[config.mk]
export PLATFORM = sky130hd
export DESIGN_NAME = time_window_reservation_arbiter
export DESIGN_NICKNAME = d
export VERILOG_FILES = /design/src/hw/rtl/twra_pkg.sv /design/src/hw/rtl/time_window_reservation_arbiter.sv
export VERILOG_INCLUDE_DIRS = /design/src /design/src/hw/rtl
export SDC_FILE = /design/constraint.sdc
export NUM_CORES = 2
export LEC_CHECK = 0
export ABC_AREA = 1
export ABC_CLOCK_PERIOD_IN_PS = 8300
export BUFFER_PORTS_ARGS = -buffer_cell sky130_fd_sc_hd__buf_2
export CORE_UTILIZATION = 30
export DETAILED_ROUTE_END_ITERATION = 10
export HOLD_SLACK_MARGIN = 0.03
export MAX_ROUTING_LAYER = met4
export PLACE_DENSITY = 0.49
export SYNTH_ARGS = -nofsm -noshare
export SYNTH_HDL_FRONTEND = slang
export SYNTH_SLANG_ARGS = --single-unit
[constraint.sdc]
create_clock -name clk_i -period 8.3 [get_ports clk_i]
set_clock_uncertainty 0.2 [all_clocks]
set_input_delay 0.415 -clock clk_i [delete_from_list [all_inputs] [get_ports clk_i]]
set_output_delay 0.415 -clock clk_i [all_outputs]
set_load 0.01 [all_outputs]
[src/hw/rtl/time_window_reservation_arbiter_assert.svh]
// ---------------------------------------------------------------------------
// Reservation arbiter assertion macros
// Thin wrappers so assertions vanish in synthesis builds.
// ---------------------------------------------------------------------------
`ifndef TIME_WINDOW_RESERVATION_ARBITER_ASSERT_SVH
`define TIME_WINDOW_RESERVATION_ARBITER_ASSERT_SVH
`ifndef SYNTHESIS
`define TWRA_ASSERT(label, prop, msg) \
  label: assert property (@(posedge clk_i) disable iff (!rst_ni) prop) else $error(msg);
`define TWRA_ASSERT_NEXT(label, pre, post, msg) \
  label: assert property (@(posedge clk_i) disable iff (!rst_ni) (pre) |=> (post)) \
    else $error(msg);
`else
`define TWRA_ASSERT(label, prop, msg)
`define TWRA_ASSERT_NEXT(label, pre, post, msg)
`endif
`endif

[src/hw/rtl/twra_pkg.sv]
// ---------------------------------------------------------------------------
// Reservation arbiter package
// Shared sizes, result and request codes and the calendar entry type.
// ---------------------------------------------------------------------------
`default_nettype none
package twra_pkg;
  localparam int unsigned CalDepth = 8;
  localparam int unsigned IdxW     = $clog2(CalDepth);
  localparam int unsigned CntW     = $clog2(CalDepth + 1);

  typedef enum logic [2:0] {
    EvAccept   = 3'd0,
    EvConflict = 3'd1,
    EvFull     = 3'd2,
    EvStart    = 3'd3,
    EvEnd      = 3'd4
  } event_e;

  typedef enum logic {
    ReqSubmit = 1'b0,
    ReqTick   = 1'b1
  } req_e;

  typedef struct packed {
    logic [31:0] start;
    logic [30:0] length;
    logic [7:0]  prio;
    logic [7:0]  client;
  } entry_t;
endpackage
`default_nettype wire

[src/hw/rtl/time_window_reservation_arbiter.sv]
// ---------------------------------------------------------------------------
// Time window reservation arbiter
// Sorted calendar of transmit-window reservations with preemption by priority.
// ---------------------------------------------------------------------------
// Usage: one input channel (valid_i/stall_o) carries submits and time ticks;
// one output channel (valid_o/stall_i) returns result transactions, the
// final one of each input flagged by last_o. A submit gives exactly one
// result; a tick gives zero to three (end, start, end).
// The block handles one transaction at a time. A shared compare unit walks
// the calendar one entry per cycle. A submit runs a scan pass over the
// waiting entries, a decide step, a compaction/insert pass and a result
// step; a rejected submit skips the compaction/insert pass. A tick checks
// the window end and the head entry, and when a window starts the calendar
// moves up by one entry. Each result sits in an output register; while
// the receiver stalls, a state with a result to give waits, but the scan,
// compaction and shift passes go on and may write the calendar. Reset empties
// the calendar and clears the active window; entry storage is not cleared.
// ---------------------------------------------------------------------------
`default_nettype none
`include "time_window_reservation_arbiter_assert.svh"
module time_window_reservation_arbiter (
  input  wire logic        clk_i,
  input  wire logic        rst_ni,
  input  wire logic        valid_i,
  output logic             stall_o,
  input  wire logic        req_type_i,
  input  wire logic [31:0] start_ms_i,
  input  wire logic [30:0] duration_ms_i,
  input  wire logic [7:0]  priority_req_i,
  input  wire logic [7:0]  client_id_i,
  input  wire logic [31:0] now_ms_i,
  output logic             valid_o,
  input  wire logic        stall_i,
  output logic [2:0]       event_res_o,
  output logic [7:0]       event_client_o,
  output logic [3:0]       dropped_count_o,
  output logic             last_o
);
  import twra_pkg::*;

  typedef enum logic [8:0] {
    StIdle   = 9'b000000001,
    StScan   = 9'b000000010,
    StDecide = 9'b000000100,
    StMove   = 9'b000001000,
    StEmit   = 9'b000010000,
    StTEnd   = 9'b000100000,
    StTStart = 9'b001000000,
    StShift  = 9'b010000000,
    StTEnd2  = 9'b100000000
  } state_e;

  state_e state_q, state_d;

  // Calendar storage
  entry_t cal_q [CalDepth];
  logic [CntW-1:0] count_q, count_d;
  logic            win_act_q, win_act_d;
  logic [31:0]     win_end_q, win_end_d;
  logic [7:0]      win_cli_q, win_cli_d;

  // Request registers
  entry_t          req_q;
  logic [31:0]     now_q;

  // Sequencer working state
  logic [CntW-1:0] idx_q, idx_d;     // read pointer
  logic [CntW-1:0] wr_q, wr_d;       // write pointer
  logic [CalDepth-1:0] hit_q, hit_d;
  logic            conf_q, conf_d;
  logic [CntW-1:0] ndrop_q, ndrop_d;
  logic            ins_q, ins_d;     // new entry placed
  entry_t          carry_q, carry_d; // survivor displaced by the insert
  logic            endp_q, endp_d;   // window end waiting to be reported

  // Output register
  logic            ovld_q, ovld_d;
  logic [2:0]      ores_q, ores_d;
  logic [7:0]      ocli_q, ocli_d;
  logic [3:0]      odrop_q, odrop_d;
  logic            olast_q, olast_d;

  // Calendar write port
  logic            we;
  logic [IdxW-1:0] waddr;
  entry_t          wdata;

  logic            out_free;
  assign out_free = !ovld_q || !stall_i;

  // Shared read and compare unit
  entry_t          rd;
  logic [IdxW-1:0] ridx;
  logic [32:0]     a_end, b_end;
  logic            overlap, place_here, rd_ok;
  logic [31:0]     diff;
  logic [31:0]     tmark;
  logic            start_due;

  assign ridx  = idx_q[IdxW-1:0];
  assign rd_ok = idx_q < count_q;
  assign rd    = cal_q[ridx];
  assign a_end = {1'b0, req_q.start} + {2'b0, req_q.length};
  assign b_end = {1'b0, rd.start} + {2'b0, rd.length};
  assign overlap = !((a_end <= {1'b0, rd.start}) || (b_end <= {1'b0, req_q.start}));
  assign place_here = (req_q.start < rd.start) ||
                      ((req_q.start == rd.start) && (req_q.prio > rd.prio));

  // Wrap-aware time check, shared by end and start tests
  always_comb begin
    unique case (state_q)
      StTStart: tmark = rd.start;
      default:  tmark = win_end_q;
    endcase
  end
  assign diff = now_q - tmark;
  assign start_due = !win_act_q && (count_q != '0) && !diff[31];

  logic [CntW-1:0] keep_cnt;
  assign keep_cnt = count_q - ndrop_q;

  always_comb begin
    state_d   = state_q;
    count_d   = count_q;
    win_act_d = win_act_q;
    win_end_d = win_end_q;
    win_cli_d = win_cli_q;
    idx_d     = idx_q;
    wr_d      = wr_q;
    hit_d     = hit_q;
    conf_d    = conf_q;
    ndrop_d   = ndrop_q;
    ins_d     = ins_q;
    carry_d   = carry_q;
    endp_d    = endp_q;
    ovld_d    = ovld_q && stall_i;
    ores_d    = ores_q;
    ocli_d    = ocli_q;
    odrop_d   = odrop_q;
    olast_d   = olast_q;
    we        = 1'b0;
    waddr     = wr_q[IdxW-1:0];
    wdata     = rd;
    unique case (state_q)
      StIdle: begin
        if (valid_i) begin
          idx_d   = '0;
          wr_d    = '0;
          hit_d   = '0;
          conf_d  = 1'b0;
          ndrop_d = '0;
          ins_d   = 1'b0;
          endp_d  = 1'b0;
          state_d = (req_type_i == ReqTick) ? StTEnd : StScan;
        end
      end
      // Check one waiting entry per cycle for overlap
      StScan: begin
        if (rd_ok) begin
          if (overlap) begin
            if (rd.prio >= req_q.prio) begin
              conf_d = 1'b1;
            end else begin
              hit_d[ridx] = 1'b1;
              ndrop_d     = ndrop_q + 1'b1;
            end
          end
          idx_d = idx_q + 1'b1;
        end else begin
          state_d = StDecide;
        end
      end
      StDecide: begin
        idx_d = '0;
        if (conf_q || (keep_cnt >= CntW'(CalDepth))) begin
          state_d = StEmit;
        end else begin
          state_d = StMove;
        end
      end
      // Compact survivors and insert the new entry in one pass; after the
      // insert each survivor is delayed one slot through the carry
      // register, so no slot is written before it has been read.
      StMove: begin
        if (rd_ok && hit_q[ridx]) begin
          idx_d = idx_q + 1'b1;
        end else if (rd_ok) begin
          we    = 1'b1;
          wr_d  = wr_q + 1'b1;
          idx_d = idx_q + 1'b1;
          if (ins_q) begin
            wdata   = carry_q;
            carry_d = rd;
          end else if (place_here) begin
            wdata   = req_q;
            carry_d = rd;
            ins_d   = 1'b1;
          end else begin
            wdata = rd;
          end
        end else begin
          // Write the last carried survivor, or the new entry at the tail
          we      = 1'b1;
          wdata   = ins_q ? carry_q : req_q;
          ins_d   = 1'b1;
          count_d = wr_q + 1'b1;
          state_d = StEmit;
        end
      end
      StEmit: begin
        if (out_free) begin
          ovld_d  = 1'b1;
          ores_d  = conf_q ? EvConflict : (ins_q ? EvAccept : EvFull);
          ocli_d  = req_q.client;
          odrop_d = ins_q ? ((ndrop_q > CntW'(15)) ? 4'd15 : 4'(ndrop_q)) : 4'd0;
          olast_d = 1'b1;
          state_d = StIdle;
        end
      end
      // Close the active window when due; report it once the start is known
      StTEnd: begin
        if (win_act_q && !diff[31]) begin
          win_act_d = 1'b0;
          endp_d    = 1'b1;
        end
        state_d = StTStart;
      end
      // Report a pending end, then start the head entry when due
      StTStart: begin
        if (endp_q) begin
          if (out_free) begin
            ovld_d  = 1'b1;
            ores_d  = EvEnd;
            ocli_d  = win_cli_q;
            odrop_d = '0;
            olast_d = !start_due;
            endp_d  = 1'b0;
          end
        end else if (start_due) begin
          if (out_free) begin
            win_cli_d = rd.client;
            win_end_d = now_q + {1'b0, rd.length};
            win_act_d = 1'b1;
            ovld_d    = 1'b1;
            ores_d    = EvStart;
            ocli_d    = rd.client;
            odrop_d   = '0;
            olast_d   = (rd.length != '0);
            idx_d     = CntW'(1);
            wr_d      = '0;
            state_d   = StShift;
          end
        end else begin
          state_d = StIdle;
        end
      end
      // Move the calendar up by one entry
      StShift: begin
        if (rd_ok) begin
          we    = 1'b1;
          wdata = rd;
          wr_d  = wr_q + 1'b1;
          idx_d = idx_q + 1'b1;
        end else begin
          count_d = count_q - 1'b1;
          state_d = StTEnd2;
        end
      end
      // Zero-length window ends in the same tick
      StTEnd2: begin
        if (!diff[31]) begin
          if (out_free) begin
            ovld_d    = 1'b1;
            ores_d    = EvEnd;
            ocli_d    = win_cli_q;
            odrop_d   = '0;
            olast_d   = 1'b1;
            win_act_d = 1'b0;
            state_d   = StIdle;
          end
        end else begin
          state_d = StIdle;
        end
      end
      default: state_d = StIdle;
    endcase
  end

  always_ff @(posedge clk_i) begin
    if (we) begin
      cal_q[waddr] <= wdata;
    end
  end

  always_ff @(posedge clk_i) begin
    if (state_q == StIdle && valid_i) begin
      req_q.start  <= start_ms_i;
      req_q.length <= duration_ms_i;
      req_q.prio   <= priority_req_i;
      req_q.client <= client_id_i;
      now_q        <= now_ms_i;
    end
  end

  always_ff @(posedge clk_i or negedge rst_ni) begin
    if (!rst_ni) begin
      state_q   <= StIdle;
      count_q   <= '0;
      win_act_q <= 1'b0;
      win_end_q <= '0;
      win_cli_q <= '0;
      idx_q     <= '0;
      wr_q      <= '0;
      hit_q     <= '0;
      conf_q    <= 1'b0;
      ndrop_q   <= '0;
      ins_q     <= 1'b0;
      carry_q   <= '0;
      endp_q    <= 1'b0;
      ovld_q    <= 1'b0;
      ores_q    <= EvAccept;
      ocli_q    <= '0;
      odrop_q   <= '0;
      olast_q   <= 1'b0;
    end else begin
      state_q   <= state_d;
      count_q   <= count_d;
      win_act_q <= win_act_d;
      win_end_q <= win_end_d;
      win_cli_q <= win_cli_d;
      idx_q     <= idx_d;
      wr_q      <= wr_d;
      hit_q     <= hit_d;
      conf_q    <= conf_d;
      ndrop_q   <= ndrop_d;
      ins_q     <= ins_d;
      carry_q   <= carry_d;
      endp_q    <= endp_d;
      ovld_q    <= ovld_d;
      ores_q    <= ores_d;
      ocli_q    <= ocli_d;
      odrop_q   <= odrop_d;
      olast_q   <= olast_d;
    end
  end

  assign stall_o         = (state_q != StIdle);
  assign valid_o         = ovld_q;
  assign event_res_o     = ores_q;
  assign event_client_o  = ocli_q;
  assign dropped_count_o = odrop_q;
  assign last_o          = olast_q;

  `TWRA_ASSERT(a_count_max, (count_q <= CntW'(CalDepth)), "calendar count over depth")
  `TWRA_ASSERT(a_onehot, ($onehot(state_q)), "state not one-hot")
  `TWRA_ASSERT_NEXT(a_out_hold, (valid_o && stall_i), (valid_o && $stable(event_res_o)), "stalled result changed")
  `TWRA_ASSERT(a_drop_zero, (!valid_o || event_res_o == EvAccept || dropped_count_o == '0), "drop count on non-accept result")
endmodule
`default_nettype wire

==> results.ini <==
[run_status]
outcome = completed

[synth]
synth.cell_area_mm2 = 0.0451
netlist_top_cells_count = 895 x nand2_1, 743 x edfxtp_1, 373 x inv_1
synth_flop_cell = edfxtp_1
yosysMostFrequentCell = nand2_1
synth_area_leaders = edfxtp_1 50%, dfrtp_1 9.6%, nand2_1 7.5%
yosysTopAreaCell = edfxtp_1
yosys_warnings = 0
syn_inst = 4308
avgSynthCellArea_um2 = 10.5
synth-seq-cells = 916
async_reset_ff_share_pct = 18.9
synth-edff-count = 743
synth_top_area_share_pct = 49.5
synth.distinct_cells = 53
syn-num-nets = 4664
ys_seq_area_share_pct = 59.1

[global_routing]
grt_start_max_net_pins = 104
grt_pass1_wl_um = 231000
grt_pass1_vias = 33800
gr-total-overflow = 0
antenna_found_initial = 7
grtUsageTotal_pct = 21.2

[placement]
io_buffers = 133
dp_hpwl_um = 106000
place_congestion = 0.924

[timing]
drv_slew = 0
holdWs_ns = 0.0325
rsz0062_at_grt = no
layout_min_cycle_time_ns = 7.27
hold_violations = 0
tightest_slew_ns = 1.15
max_freq_mhz = 138
setup-tns-final_ns = 0
relSlewSlack_pct = 22.3
period_share_pct = 87.5
setup_viol = 0

[min_path]
hold_path_class = in -> async

[power_and_ir_drop]
powerDensity_mw_per_mm2 = 318
power_leakage_nw = 20.9
ir_drop_uv = 186

[drt]
wire_per_inst_um = 23.5
drt-total-wl_um = 158000
drtPass1Iterations = 7
num_vias = 34400
postRouteAntennaNets = 0
drt_iter0_drc = 3111
avgViaCountPerCell = 5.11
drc = 0

[final_layout]
post-route-util_pct = 36.1
nNetsFinal = 4999
areaGrowthSynthToFinish_pct = 19.0
drive_gt1_share_pct = 10.6

[floorplan]
floorplan.initialDensity_pct = 30.4
die_y_um = 390
fp.dieW_um = 390
row_count = 141
ios = 134
dieArea_mm2 = 0.152
core_mm2 = 0.148

[setup_path]
critPathMaxStageDelay_ns = 0.64
cp_data_required_time_ns = 8.79
cp_max_fo = 35
crit_type = reg -> reg
ff2ff_path_depth = 35
critPathLaunchType = flop
worst_path_max_delay_cell = dfrtp_1
cp-end-kind = flop
r2r_end = ndrop_q[1]$_DFFE_PN0P_
critPathArrivalTime_ns = 7.75
r2r_start = idx_q[0]$_DFFE_PN0P_
reg2reg_setup_slack_ns = 1.03
cp_common_cell = nand2_1

[clock_network]
insertion_delay_ns = 0.76
htree_levels = 3
clk_pin_slew_worst_paths_ns = 0.07
cts_inserted_buffers = 99
cts_max_path_buffers = 3
postCtsSetupRepairBufs = 0
root_buffer = clkbuf_16
cts_sinks = 916
cts_tree = done

[flow_run]
maxCapViolCount = 0

## area by class of cell
cell class,count,area (µm²)
Fill cell,14700,94800
Sequential cell,916,26600
Antenna cell,5,12.5
Timing Repair Buffer,406,3250
Clock buffer,124,2640
Tap cell,2002,2500
Inverter,394,1490
Multi-Input combinational cell,2826,16300
Clock inverter,64,766
## metrics by stage
| step | cells | power (W) | setup WS [ns] | instance area [µm²] |
|---|---|---|---|---|
| 2_1_floorplan | 4308 | 0.00992 | 0.0890 | 45100 |
| 3_3_place_gp | 6430 | 0.0124 | 1.23 | 49100 |
| 3_5_place_dp | 6430 | 0.0124 | 1.13 | 49100 |
| 4_1_cts | 6732 | 0.0171 | 1.12 | 53600 |
| 5_1_grt | 6737 | 0.0181 | 0.396 | 53600 |
| 6_report | 6737 | 0.0171 | 1.03 | 53600 |
## flip-flops by register name (all words and copies together) (netlist names), 8 cells and up
signal	count
cal_q	632
carry_q	79
req_q	79
now_q	32
win_end_q	32
state_q	9
event_client_o	8
hit_q	8
win_cli_q	8
## layer usage
layer | track usage (%) | share of wire [%] | routed length (µm) | up-vias
met5 | - | 0 | 0 | -
met1 | 28.3 | 45 | 71300 | 17100
li1 | - | - | - | 16100
met2 | 33.9 | 47 | 74100 | 1013
met3 | 2.65 | 5.7 | 8980 | 206
met4 | 5.92 | 2.4 | 3720 | 0
## critical path, delay by kind of cell, from the launching register on
| kind | cells | cell delay (ns) |
|---|---|---|
| simple gates | 25 | 3.24 |
| buf+inv | 3 | 1.02 |
| compound gates | 4 | 0.94 |
| xor+xnor | 1 | 0.19 |
| flops | 1 | 0.64 |
| fa+ha+maj | 2 | 0.89 |
## where the power goes
group	switching (W)	leakage [nW]	internal, W
Clock	0.00199	1.64	0.00263
Sequential	0.000389	9.09	0.00556
Combinational	0.00436	10.2	0.00214
Total	0.00674	20.9	0.0103
## timing repair
action                    in CTS  in global routing
hold buffers                 114                  0
resized for setup              0                  0
hold endpoints to repair     196                  0
## kinds of logic (layout without fill, tap and decap cells)
family          count (synthesis)  after routing  share of synthesized area, %
simple gates                 1463           1463                          13.6
compound gates               1023           1023                          13.7
flops                         916            916                          59.1
buf+inv                       566            988                          4.90
fa+ha+maj                     240            240                          6.71
xor+xnor                       95             95                          1.85
mux                             5              5                         0.111
other cells                     0              5                             0
## placed cells by master, fill, tap and decap left out, types with 12 or more instances in the layout
master and count:
a221oi_1 57, a22o_1 84, nor3_1 23, nand4_1 74
nand2_1 894, a21oi_1 280, nand3_1 207, and3_1 19
o21ai_0 350, buf_2 132, clkbuf_16 99, a22oi_1 53
clkbuf_1 18, a211oi_1 32, o211ai_1 46, nor2_1 204
buf_4 140, xnor2_1 39, xor2_1 56, edfxtp_1 743
clkinv_1 16, buf_12 19, dfrtp_1 171, ha_1 237
dlygate4sd3_1 114, inv_1 373, o21ai_1 47, clkinv_2 23
inv_2 12
## worst max-delay path by stage
stage | startpoint | to | depth (start not counted)
3_5_place_dp | idx_q[0]$_DFFE_PN0P_ | ndrop_q[1]$_DFFE_PN0P_ | 35
5_1_grt | idx_q[1]$_DFFE_PN0P_ | ndrop_q[1]$_DFFE_PN0P_ | 37
2_1_floorplan | idx_q[1]$_DFFE_PN0P_ | cal_q[2][0]$_DFFE_PP_ | 12
6_report | idx_q[0]$_DFFE_PN0P_ | ndrop_q[1]$_DFFE_PN0P_ | 35
4_1_cts | idx_q[0]$_DFFE_PN0P_ | ndrop_q[1]$_DFFE_PN0P_ | 35
3_3_place_gp | idx_q[0]$_DFFE_PN0P_ | ndrop_q[2]$_DFFE_PN0P_ | 35
No activity file was read; power rests on OpenSTA's default activity.
